<file path="src/hdl/bdq_pkg.sv">
// bdq_pkg: shared types and codes for the bounded double-ended queue
// request and result beat layouts, opcodes, status codes and sequencer states
// no dependencies
package bdq_pkg;

  localparam int OPCODE_W = 3;
  localparam int FIELD_W  = 32;
  localparam int COUNT_W  = 5;
  localparam int STATUS_W = 2;

  localparam logic [OPCODE_W-1:0] OP_PUSH_FRONT = 3'd0;
  localparam logic [OPCODE_W-1:0] OP_PUSH_BACK  = 3'd1;
  localparam logic [OPCODE_W-1:0] OP_POP_FRONT  = 3'd2;
  localparam logic [OPCODE_W-1:0] OP_POP_BACK   = 3'd3;
  localparam logic [OPCODE_W-1:0] OP_CONTAINS   = 3'd4;
  localparam logic [OPCODE_W-1:0] OP_SIZE       = 3'd5;

  localparam logic [STATUS_W-1:0] ST_OK    = 2'd0;
  localparam logic [STATUS_W-1:0] ST_EMPTY = 2'd1;
  localparam logic [STATUS_W-1:0] ST_FULL  = 2'd2;

  typedef struct packed {
    logic [OPCODE_W-1:0] opcode;
    logic [FIELD_W-1:0]  data_in;
  } req_t;

  typedef struct packed {
    logic [FIELD_W-1:0]  data_out;
    logic                found;
    logic [COUNT_W-1:0]  item_count;
    logic [STATUS_W-1:0] status;
  } rsp_t;

  typedef enum logic [1:0] {
    S_IDLE,
    S_READ,
    S_SEARCH,
    S_DONE
  } seq_state_t;

endpackage

</file>
<file path="src/hdl/bdq_if.sv">
// bdq_req_if, bdq_rsp_if: valid/ready channels for request and result beats
// depends on bdq_pkg
interface bdq_req_if;
  logic          valid;
  logic          ready;
  bdq_pkg::req_t payload;

  modport source (output valid, output payload, input ready);
  modport sink (input valid, input payload, output ready);
endinterface

interface bdq_rsp_if;
  logic          valid;
  logic          ready;
  bdq_pkg::rsp_t payload;

  modport source (output valid, output payload, input ready);
  modport sink (input valid, input payload, output ready);
endinterface

</file>
<file path="src/hdl/bounded_deque_with_search.sv">
// bounded_deque_with_search: top level, ring, sequencer and result register
// depends on bdq_pkg, bdq_if, bdq_ring, bdq_seq
//
//   channel  dir  beat fields
//   req      in   opcode[2:0], data_in[31:0]
//   rsp      out  data_out[31:0], found, item_count[4:0], status[1:0]
//
// push, size, spare and failed ops: S_IDLE to S_DONE, then the result register
// pop: through S_READ as well, for the registered read of the ring
// contains: through S_SEARCH until a hit or the last entry, one stored entry per cycle through one comparator
// req is ready again the cycle after the result is registered; a new result waits in S_DONE while rsp stalls
// rst is synchronous and empties the queue; ring contents are not cleared
// req is taken again while a result still waits on a stalled rsp
module bounded_deque_with_search #(
  parameter int DEPTH      = 16,
  parameter int DATA_WIDTH = 32
) (
  input logic         clk,
  input logic         rst,
  bdq_req_if.sink     req,
  bdq_rsp_if.source   rsp
);

  localparam int AW = (DEPTH > 1) ? $clog2(DEPTH) : 1;
  localparam int CW = $clog2(DEPTH + 1);

  logic                  wr_en;
  logic [AW-1:0]         wr_addr;
  logic [DATA_WIDTH-1:0] wr_data;
  logic                  rd_en;
  logic [AW-1:0]         rd_addr;
  logic [DATA_WIDTH-1:0] rd_data;
  logic                  done;
  logic                  out_free;
  bdq_pkg::rsp_t         result;
  logic                  out_valid;
  bdq_pkg::rsp_t         out_data;

  assign out_free    = !out_valid || rsp.ready;
  assign rsp.valid   = out_valid;
  assign rsp.payload = out_data;

  bdq_ring #(
    .DEPTH      (DEPTH),
    .DATA_WIDTH (DATA_WIDTH),
    .AW         (AW)
  ) u_ring (
    .clk     (clk),
    .wr_en   (wr_en),
    .wr_addr (wr_addr),
    .wr_data (wr_data),
    .rd_en   (rd_en),
    .rd_addr (rd_addr),
    .rd_data (rd_data)
  );

  bdq_seq #(
    .DEPTH      (DEPTH),
    .DATA_WIDTH (DATA_WIDTH),
    .AW         (AW),
    .CW         (CW)
  ) u_seq (
    .clk         (clk),
    .rst         (rst),
    .req_valid   (req.valid),
    .req_payload (req.payload),
    .req_ready   (req.ready),
    .out_free    (out_free),
    .done        (done),
    .result      (result),
    .wr_en       (wr_en),
    .wr_addr     (wr_addr),
    .wr_data     (wr_data),
    .rd_en       (rd_en),
    .rd_addr     (rd_addr),
    .rd_data     (rd_data)
  );

  always_ff @(posedge clk) begin
    if (rst) begin
      out_valid <= 1'b0;
    end else if (done) begin
      out_valid <= 1'b1;
    end else if (rsp.ready) begin
      out_valid <= 1'b0;
    end
  end

  always_ff @(posedge clk) begin
    if (done) begin
      out_data <= result;
    end
  end

endmodule

</file>
<file path="src/hdl/bdq_ring.sv">
// bdq_ring: ring storage, one write port and one registered read port
// no package dependencies
module bdq_ring #(
  parameter int DEPTH      = 16,
  parameter int DATA_WIDTH = 32,
  parameter int AW         = 4
) (
  input  logic                  clk,
  input  logic                  wr_en,
  input  logic [AW-1:0]         wr_addr,
  input  logic [DATA_WIDTH-1:0] wr_data,
  input  logic                  rd_en,
  input  logic [AW-1:0]         rd_addr,
  output logic [DATA_WIDTH-1:0] rd_data
);

  logic [DATA_WIDTH-1:0] mem [DEPTH];

  always_ff @(posedge clk) begin
    if (wr_en) begin
      mem[wr_addr] <= wr_data;
    end
    if (rd_en) begin
      rd_data <= mem[rd_addr];
    end
  end

endmodule

</file>
<file path="src/hdl/bdq_seq.sv">
// bdq_seq: sequencer with ring pointers and the single shared comparator
// depends on bdq_pkg; drives the ports of bdq_ring
module bdq_seq #(
  parameter int DEPTH      = 16,
  parameter int DATA_WIDTH = 32,
  parameter int AW         = 4,
  parameter int CW         = 5
) (
  input  logic                  clk,
  input  logic                  rst,
  input  logic                  req_valid,
  input  bdq_pkg::req_t         req_payload,
  output logic                  req_ready,
  input  logic                  out_free,
  output logic                  done,
  output bdq_pkg::rsp_t         result,
  output logic                  wr_en,
  output logic [AW-1:0]         wr_addr,
  output logic [DATA_WIDTH-1:0] wr_data,
  output logic                  rd_en,
  output logic [AW-1:0]         rd_addr,
  input  logic [DATA_WIDTH-1:0] rd_data
);

  bdq_pkg::seq_state_t state, state_next;
  logic [AW-1:0]         front, front_next;
  logic [CW-1:0]         count, count_next;
  logic [CW-1:0]         idx, idx_next;
  logic [DATA_WIDTH-1:0] val, val_next;
  bdq_pkg::rsp_t         res, res_next;

  logic                  accept;
  logic                  empty;
  logic                  full;
  logic                  is_pop;
  logic                  is_contains;
  logic                  hit;
  logic                  last;
  logic [CW-1:0]         idx_inc;

  function automatic logic [AW-1:0] wrap(input logic [AW-1:0] base, input logic [CW-1:0] off);
    logic [AW:0] sum;
    sum = {1'b0, base} + (AW+1)'(off);
    if (sum >= (AW+1)'(DEPTH)) begin
      sum = sum - (AW+1)'(DEPTH);
    end
    return sum[AW-1:0];
  endfunction

  assign req_ready   = (state == bdq_pkg::S_IDLE);
  assign accept      = req_valid && req_ready;
  assign empty       = (count == '0);
  assign full        = (count == CW'(DEPTH));
  assign is_pop      = (req_payload.opcode == bdq_pkg::OP_POP_FRONT) ||
                       (req_payload.opcode == bdq_pkg::OP_POP_BACK);
  assign is_contains = (req_payload.opcode == bdq_pkg::OP_CONTAINS);
  assign hit         = (rd_data == val);
  assign idx_inc     = idx + CW'(1);
  assign last        = (idx_inc == count);
  assign done        = (state == bdq_pkg::S_DONE) && out_free;

  always_comb begin
    result            = res;
    result.item_count = bdq_pkg::COUNT_W'(count);
  end

  // next state
  always_comb begin
    state_next = state;
    unique case (state)
      bdq_pkg::S_IDLE: begin
        if (accept) begin
          if (is_pop && !empty) begin
            state_next = bdq_pkg::S_READ;
          end else if (is_contains && !empty) begin
            state_next = bdq_pkg::S_SEARCH;
          end else begin
            state_next = bdq_pkg::S_DONE;
          end
        end
      end
      bdq_pkg::S_READ: begin
        state_next = bdq_pkg::S_DONE;
      end
      bdq_pkg::S_SEARCH: begin
        if (hit || last) begin
          state_next = bdq_pkg::S_DONE;
        end
      end
      bdq_pkg::S_DONE: begin
        if (out_free) begin
          state_next = bdq_pkg::S_IDLE;
        end
      end
      default: state_next = bdq_pkg::S_IDLE;
    endcase
  end

  // datapath and memory control
  always_comb begin
    front_next = front;
    count_next = count;
    idx_next   = idx;
    val_next   = val;
    res_next   = res;
    wr_en      = 1'b0;
    wr_addr    = front;
    wr_data    = DATA_WIDTH'(req_payload.data_in);
    rd_en      = 1'b0;
    rd_addr    = front;
    unique case (state)
      bdq_pkg::S_IDLE: begin
        if (accept) begin
          val_next = DATA_WIDTH'(req_payload.data_in);
          idx_next = '0;
          res_next = '{data_out: '0, found: 1'b0, item_count: '0, status: bdq_pkg::ST_OK};
          unique case (req_payload.opcode)
            bdq_pkg::OP_PUSH_FRONT: begin
              if (full) begin
                res_next.status = bdq_pkg::ST_FULL;
              end else begin
                front_next = (front == '0) ? AW'(DEPTH - 1) : front - AW'(1);
                wr_en      = 1'b1;
                wr_addr    = front_next;
                count_next = count + CW'(1);
              end
            end
            bdq_pkg::OP_PUSH_BACK: begin
              if (full) begin
                res_next.status = bdq_pkg::ST_FULL;
              end else begin
                wr_en      = 1'b1;
                wr_addr    = wrap(front, count);
                count_next = count + CW'(1);
              end
            end
            bdq_pkg::OP_POP_FRONT: begin
              if (empty) begin
                res_next.status = bdq_pkg::ST_EMPTY;
              end else begin
                rd_en      = 1'b1;
                rd_addr    = front;
                front_next = wrap(front, CW'(1));
                count_next = count - CW'(1);
              end
            end
            bdq_pkg::OP_POP_BACK: begin
              if (empty) begin
                res_next.status = bdq_pkg::ST_EMPTY;
              end else begin
                rd_en      = 1'b1;
                rd_addr    = wrap(front, count - CW'(1));
                count_next = count - CW'(1);
              end
            end
            bdq_pkg::OP_CONTAINS: begin
              if (!empty) begin
                rd_en   = 1'b1;
                rd_addr = front;
              end
            end
            default: ;
          endcase
        end
      end
      bdq_pkg::S_READ: begin
        res_next.data_out = bdq_pkg::FIELD_W'(rd_data);
      end
      bdq_pkg::S_SEARCH: begin
        if (hit) begin
          res_next.found = 1'b1;
        end else if (!last) begin
          idx_next = idx_inc;
          rd_en    = 1'b1;
          rd_addr  = wrap(front, idx_inc);
        end
      end
      bdq_pkg::S_DONE: ;
      default: ;
    endcase
  end

  always_ff @(posedge clk) begin
    if (rst) begin
      state <= bdq_pkg::S_IDLE;
      front <= '0;
      count <= '0;
    end else begin
      state <= state_next;
      front <= front_next;
      count <= count_next;
    end
  end

  always_ff @(posedge clk) begin
    idx <= idx_next;
    val <= val_next;
    res <= res_next;
  end

`ifndef SYNTHESIS
  a_count_bound: assert property (@(posedge clk) disable iff (rst)
    count <= CW'(DEPTH))
    else $error("entry count above depth");

  a_no_write_search: assert property (@(posedge clk) disable iff (rst)
    (state == bdq_pkg::S_SEARCH) |-> !wr_en)
    else $error("ring written during search");

  a_read_then_done: assert property (@(posedge clk) disable iff (rst)
    (state == bdq_pkg::S_READ) |=> (state == bdq_pkg::S_DONE))
    else $error("pop read did not complete");

  a_full_status: assert property (@(posedge clk) disable iff (rst)
    (state == bdq_pkg::S_DONE && res.status == bdq_pkg::ST_FULL) |-> full)
    else $error("full status with room left");

  a_search_nonempty: assert property (@(posedge clk) disable iff (rst)
    (state == bdq_pkg::S_SEARCH) |-> (!empty && idx < count))
    else $error("search index out of range");
`endif

endmodule
</file>
<file path="src/flat_wrapper.sv">
// flat-port wrapper written by rule: the top's interface ports become plain ports
module bounded_deque_with_search_flat 
#(
  parameter int DEPTH      = 16,
  parameter int DATA_WIDTH = 32
)
  (clk, rst, req_valid, req_payload, req_ready, rsp_valid, rsp_payload, rsp_ready);
  bdq_req_if req_i ();
  bdq_rsp_if rsp_i ();
  input logic clk;
  input logic rst;
  input wire logic [$bits(req_i.valid)-1:0] req_valid;
  input wire logic [$bits(req_i.payload)-1:0] req_payload;
  output wire logic [$bits(req_i.ready)-1:0] req_ready;
  output wire logic [$bits(rsp_i.valid)-1:0] rsp_valid;
  output wire logic [$bits(rsp_i.payload)-1:0] rsp_payload;
  input wire logic [$bits(rsp_i.ready)-1:0] rsp_ready;
  assign req_i.valid = req_valid;
  assign req_i.payload = req_payload;
  assign req_ready = req_i.ready;
  assign rsp_valid = rsp_i.valid;
  assign rsp_payload = rsp_i.payload;
  assign rsp_i.ready = rsp_ready;
  bounded_deque_with_search #(.DEPTH(DEPTH), .DATA_WIDTH(DATA_WIDTH)) u_core (.clk(clk), .rst(rst), .req(req_i), .rsp(rsp_i));
endmodule
</file>
<file path="config.mk">
export PLATFORM = sky130hd
export DESIGN_NAME = bounded_deque_with_search_flat
export DESIGN_NICKNAME = d
export VERILOG_FILES = /design/src/hdl/bdq_pkg.sv /design/src/hdl/bdq_if.sv /design/src/hdl/bounded_deque_with_search.sv /design/src/hdl/bdq_ring.sv /design/src/hdl/bdq_seq.sv /design/src/flat_wrapper.sv
export SDC_FILE = /design/constraint.sdc
export NUM_CORES = 1
export LEC_CHECK = 0
export BUFFER_PORTS_ARGS = -buffer_cell sky130_fd_sc_hd__buf_4
export CAP_MARGIN = 20
export CELL_PAD_IN_SITES_DETAIL_PLACEMENT = 0
export CELL_PAD_IN_SITES_GLOBAL_PLACEMENT = 1
export CORE_MARGIN = 2
export CORE_UTILIZATION = 53
export DETAILED_ROUTE_END_ITERATION = 10
export GPL_TIMING_DRIVEN = 0
export PLACE_DENSITY_LB_ADDON = 0.1
export RECOVER_POWER = 50
export SLEW_MARGIN = 20
export SYNTH_ARGS = -nofsm -noshare
export SYNTH_HDL_FRONTEND = slang
export SYNTH_SLANG_ARGS = --single-unit
</file>
<file path="constraint.sdc">
create_clock -name clk -period 5.5 [get_ports clk]
set_input_delay 1.1 -clock clk [delete_from_list [all_inputs] [get_ports clk]]
set_output_delay 1.1 -clock clk [all_outputs]
set_load 0.02 [all_outputs]
</file>
== Word-level counts from Yosys, hierarchy flattened ==
Memories as Yosys holds them, arrays and structs flattened. A register that Yosys moved wholly into a read port is not among the register bits.
Cells that the tools add are included.

* Word-level logic and storage cells: 129
* Flip-flop bits (word level): 124
* Memories: 1
* Output and inout bits: 42
* Input bits: 39
* Memory bits (writable): 512

* Muxes and demuxes: 52
* Order comparisons: 4
* Add/sub/neg operators: 12
* Eq/ne operators: 19
* Reductions and logical operators: 28

{| class="wikitable"
|+ Memories
! name !! words !! width !! rd ports !! clocked after Yosys merged registers in !! write ports !! RTL line !! source
|-
| u_core.u_ring.mem || 16 || 32 || 1 || 1 || 1 || bdq_ring.sv:17 || <nowiki>logic [DATA_WIDTH-1:0] mem [DEPTH];</nowiki>
|}

{| class="wikitable"
|+ Operators with widths
! operator !! count
|-
| 32-bit case mux with 2 select lines || 1
|-
| 4-bit 2-to-1 mux || 15
|-
| 40-bit 2-to-1 mux || 1
|-
| 32-bit equality test || 1
|-
| 5-bit 2-to-1 mux || 5
|-
| 4-bit case mux with 2 select lines || 3
|-
| 5-bit greater-or-equal comparator, second input constant || 4
|-
| 5-bit case mux with 2 select lines || 2
|-
| 4-bit by 1-bit subtractor with 4-bit output, second input constant || 5
|-
| 1-bit 2-to-1 mux || 16
|-
| 2-bit != test, second input constant || 8
|-
| 4-bit by 5-bit adder with 5-bit output || 3
|-
| 5-bit by 1-bit adder with 5-bit output, second input constant || 2
|-
| 2-bit 2-to-1 mux || 5
|-
| 2-bit nonzero test || 5
|-
| 2-bit case mux with 4 select lines || 1
|-
| 4-bit AND reduction || 2
|-
| 3-bit by 2-bit equality test with 1-bit output, second input constant || 2
|-
| 3-bit AND reduction || 2
|-
| 4-bit by 1-bit adder with 5-bit output, second input constant || 1
|-
| 5-bit equality test || 1
|-
| 5-bit equality test, second input constant || 1
|-
| 5-bit zero test || 1
|-
| 5-bit AND reduction || 1
|-
| other kinds (17) || 27
|}

== Logic depth before layout (Yosys ltp) ==
* Depth in word-level cells: 8
* Mapped depth: 16
* Depth with buffers taken out: 13

== Cells and area by module ==
A second synthesis with hierarchy kept.

* Cells, all modules: 1,285
* Area, all modules: 25,998.7 µm²

{| class="wikitable"
|+ By module, submodules not included
! module !! area an instance (µm²) !! instances !! cells an instance
|-
| bdq_ring || 20,155.6 || 1 || 838
|-
| bdq_seq || 4,595.7 || 1 || 403
|-
| bounded_deque_with_search || 1,247.4 || 1 || 44
|}

== Worst setup path after synthesis ==
No wires, ideal clock.

* Kind: input-to-reg
* Start: in req_valid
* End: mem u_core.u_ring.mem[5][0], enable pin
* Slack: 970 ps
* Stages: 7
* Arrival: 4,108 ps
* Path buffers: 0
* Setup time: 421 ps
* Data required time: 5,079 ps
* Cells stage by stage: nand2_1 -> inv_1 -> nand3_1 -> nor2_1 -> o22a_1 -> nand2_1 -> nor2_1

* Longest elaborated chain between the ends: 5

{| class="wikitable"
|+ RTL lines
! what !! RTL line !! source
|-
| from (decl) || flat_wrapper.sv:12 || <nowiki>input wire logic [$bits(req_i.valid)-1:0] req_valid;</nowiki>
|-
| 1-bit logical AND * || bdq_seq.sv:51 || <nowiki>assign accept = req_valid && req_ready;</nowiki>
|-
| 1-bit 2-to-1 mux || bdq_seq.sv:113 || <nowiki>if (accept) begin</nowiki>
|-
| 1-bit 2-to-1 mux || bdq_seq.sv:111 || <nowiki>unique case (state)</nowiki>
|-
| 1-bit 2-to-1 mux || bdq_ring.sv:20 || <nowiki>if (wr_en) begin</nowiki>
|-
| 1-bit 2-to-1 mux (implied by the code) || bdq_ring.sv:21 || <nowiki>mem[wr_addr] <= wr_data;</nowiki>
|-
| to (decl) || bdq_ring.sv:17 ||
|}

Mark *: on every way between the ends. The rest lies on a longest branch, timed or not.

== Worst setup path after layout ==
* Start: reg u_core.u_ring.rd_data[8], read port of u_core.u_ring.mem
* End: reg u_core.u_ring.rd_data[14], read port of u_core.u_ring.mem (data pin)

* Longest elaborated chain between the ends: 3

{| class="wikitable"
|+ RTL lines
! what !! RTL line !! source
|-
| from (decl) || bdq_ring.sv:14 || <nowiki>output logic [DATA_WIDTH-1:0] rd_data</nowiki>
|-
| 32-bit equality test * || bdq_seq.sv:57 || <nowiki>assign hit = (rd_data == val);</nowiki>
|-
| 4-bit 2-to-1 mux / 1-bit 2-to-1 mux (equally long branches) || bdq_seq.sv:170 || <nowiki>if (hit) begin</nowiki>
|-
| 4-bit case mux with 2 select lines / 1-bit case mux with 2 select lines (equally long branches) || bdq_seq.sv:111 ||
|}

Marks and branches as above.
A chain may end at the register's enable or synchronous reset.

==> metrics.md <==
| Metric | Value |
|---|---|
| Status | finished with violations |
| Failing checks | max-capacitance violations, max-slew violations |
| Psw | roughly 7.4 mW |
| Setup slack, reg-to-reg | roughly 0.44 ns |
| Setup Viol. Count Final | 0 |
| Aggregate global-route resource usage | 28.34% |
| Buffers on Ports | 80 |
| Clock share of power | around a quarter |
| CTS Sinks | 668 |
| H-Tree Depth | 3 |
| Cells on worst reg2reg path | 10 |
| RD Place Congestion | 0.8535 |
| Die span in y | 231.0 um |
| Drt wl/cell | 28.52 um |
| Crit Path Category | reg2reg |
| Starting Density | 53.47% |
| Initial antenna violation count | 1 |
| Vias in the first global route | around 16000 |
| Mean post-synth cell area | 15.90 sq um |
| # IOs | 81 |
| PD cells | 593.7 mW/mm^2 |
| Post-synth EDFFs | 656 |
| Mapped Area | 0.02732 sq mm |
| Worst hold start | u_core.u_seq.result[27] |
| Hold worst-path end | u_core.rsp.payload[27] |
| FILL cells | between 3000 and 4000 |
| WP data required | slightly below 6 ns |
| MaxCap Viol Count | 2 |
| Top cell by count, worst path | o32ai_1 |
| Global route overflow | 0 |
| Hold depth | 0 |
| Slew headroom | -19.72% |
| Slowest stage delay, CP | about 0.82 ns |
| Postcts setup bufs | 0 |
| FF-to-FF End | u_core.u_ring.rd_data[14] |
| FF+latch count, synth | 668 |
| Final Cycle Share | 91.95% |
| Dpl hpwl | 50.21 mm |
| Die Wd | 231.0 um |
| Core Area | 0.05109 sq mm |
| Clock Latency Late Sink | 0.60 ns |
| Share of cells above drive strength 1 | 12.94% |
| DRT iter0 DRCs | 1932 |
| Unrepaired setup endpoints after global routing | false |
| TritonCTS Buffers | 69 |
| # DRC | 0 |
| Final setup skew | 0.02711 ns |
| Vias | 16560 |
| Sw Ratio | 39.65% |
| Post-synth ARST share | 0% |
| Comb power frac | 41.5% |
| Hold Violations, Final | 0 |
| Crit-path cells | xnor2_1 > nand4_1 > nor4_2 > a21o_1 > o32ai_1 > a21oi_2 > nand2b_1 > buf_1 > o32ai_1 > or3_1 |
| Commonest non-fill, non-tap cell in the layout | edfxtp_1 |
| DRT Pass-1 Iters | 5 |
| Total power | 18.63 mW |
| Max Buffers Root-to-Sink | 3 |
| Critical Path Sink Type | flop |
| DIE AREA | between 0.05 and 0.06 sq mm |
| Portion of total power attributed to sequential cells | 34.9% |
| Worst Path Arrival | 5.39 ns |
| RR Startpoint | u_core.u_ring.rd_data[8] |
| Tmin final | 5.057 ns |
| Area Growth Syn to Fin | 14.87% |
| Clock Pin Slew Worst Setup and Hold Paths | around 0.06 ns |
| Row Count | 83 |
| Final TNS setup | 0 ns |
| Max Clock Freq | 197.7 MHz |
| Most frequent cells in the layout | edfxtp_1 (656), a21boi_0 (159), a31oi_1 (129), clkbuf_1 (127), clkbuf_16 (70) |
| Cell count after synthesis | 1718 |
| Largest net degree at the start of global routing | 33 |
| Post-route ant nets | 0 |
| CP bufs+invs | 1 |
| CP max FO | 10 |
| Via density | 6.317 |
| Leakage power total | ~10 nW |
| Max-slew violations | 45 |
| Slew @ Worst Pin | 1.796 ns |
| Routed WL | ~75 mm |
| Hold Buf Count CTS | 0 |
| Root buffer cell | clkbuf_16 |
| Crit-path slowest cell | nor4_2 |
| Post_cts resized | 0 |
| CTS tree | done |
| Critical path's top delay family | simple AND/OR/NAND/NOR gates |
| Worst IR Drop VDD | 0.0005563 V |
| Internal | between 10 and 15 mW |
| Top_reg_cell synth | edfxtp_1 |
| Post-synth cell types | 61 |
| Worst Hold Class | reg2reg |
| Sequential area share after synthesis | 72.99% |
| Yosys warns | 0 |
| First-pass GRT wire length | 108.8 mm |
| Setup crit start kind | flop |
| Nets@finish | 1952 |
| Syn Nets | 1779 |
[metrics by stage]
| stage | cell area [sq um] | std cells | utilization (%) | hold WS [ns] | setup WS [ns] |
|---|---|---|---|---|---|
| after floorplan | 27320 | 1718 | - | 0.4003 | 0.9705 |
| after global placement | 28770 | 2478 | 56.31 | 0.4008 | -1.775 |
| after detailed placement | 29470 | 2500 | 57.68 | 0.4045 | 0.5386 |
| after CTS | 31550 | 2619 | 61.75 | 0.4154 | 0.5847 |
| after global routing | 31380 | 2619 | 61.41 | 0.4212 | 0.3350 |
| final | 31380 | 2621 | 61.42 | 0.4146 | 0.4430 |
[final cells by class]
cell class / instances / area, sq um / area share, %
buffer: 132 / 680.7 / 2.169
clock inverter: 34 / 272.8 / 0.8692
sequential: 668 / 19940 / 63.54
tap: 680 / 850.8 / 2.711
multi-input combinational: 902 / 6774 / 21.59
antenna: 2 / 5.005 / 0.01595
timing repair buffer: 102 / 989.7 / 3.154
inverter: 16 / 60.06 / 0.1914
clock buffer: 85 / 1808 / 5.762
[worst max path at each step]
stage | from | endpoint | slack [ns] | cells after the start
finish | u_core.u_ring.rd_data[8] | u_core.u_ring.rd_data[14] | 0.44 | 10
global route | u_core.u_seq.state[0] | u_core.u_ring.rd_data[12] | 0.33 | 14
CTS | u_core.u_seq.val[6] | u_core.u_ring.rd_data[14] | 0.58 | 10
detailed placement | req_valid | u_core.u_ring.rd_data[0] | 0.54 | 12
global placement | req_valid | u_core.u_ring.mem[7][16] | -1.77 | 8
floorplan | req_valid | u_core.u_ring.mem[5][0] | 0.97 | 7
[sequential cells by signal, indices dropped and copies added, names as in the netlist]
signal                 count
u_core.u_seq.front         4
u_core.u_ring.rd_data     32
u_core.u_seq.val          32
u_core.u_seq.result       35
u_core.u_seq.count         5
u_core.u_seq.idx           5
u_core.rsp.valid           1
u_core.rsp.payload        40
u_core.u_seq.state         2
u_core.u_ring.mem        512
[synth_stat cells, types with 7 or more instances]
cell type	n	area [sq um]
edfxtp_1	656	19700
a21boi_0	159	1194
a31oi_1	129	807.0
clkbuf_1	75	281.5
a211oi_1	66	495.5
mux2i_1	65	650.6
nor2_1	48	180.2
a21oi_1	45	225.2
xnor2_1	45	394.1
a31o_1	37	324.1
or3_1	36	225.2
o32ai_1	34	297.8
and2_1	32	200.2
o211ai_1	32	240.2
a31o_2	27	236.5
nand2_1	25	93.84
buf_2	20	100.1
buf_6	20	225.2
ha_1	19	237.7
inv_1	16	60.06
buf_1	13	48.80
o21ai_0	13	65.06
dfxtp_1	12	240.2
nand4_1	10	62.56
a21o_1	7	52.55
[worst reg2reg max path: stages, from the launching register on]
cell      delay (ns)
edfxtp_1        0.49
xnor2_1         0.45
nand4_1         0.29
nor4_2          0.83
a21o_1          0.39
o32ai_1         0.15
a21oi_2         0.46
nand2b_1        0.33
buf_1           0.72
o32ai_1         0.30
or3_1           0.38
[layer usage]
layer  GRT usage [%]  wire, um  vias up
li1                -         -     7271
met3           4.503      6076      138
met1           39.39     30700     8347
met4           10.52      2528        0
met2           45.54     35460      802
met5               0         0        -
[power groups by stage]
stage	combinational (mW)	clock [mW]	sequential [mW]
global placement	7.42	0	6.60
CTS	7.68	4.45	6.48
detailed placement	7.63	0	6.59
floorplan	4.67	0	6.53
finish	7.73	4.41	6.49
global route	8.17	4.64	6.53
[cell families (layout without fill, tap and decap cells)]
| kind of cell | after synthesis | after routing | share of synthesized area (%) |
|---|---|---|---|
| buffers and inverters | 148 | 369 | 2.730 |
| multiplexers | 65 | 65 | 2.382 |
| AND/OR/NAND/NOR | 185 | 185 | 3.701 |
| adder cells (fa/ha/maj) | 22 | 22 | 1.090 |
| other | 0 | 2 | 0 |
| AO/OA/AOI/OAI | 578 | 578 | 15.36 |
| XOR/XNOR | 52 | 52 | 1.745 |
| flip-flops | 668 | 668 | 72.99 |
No activity file was read; power rests on OpenSTA's default activity.
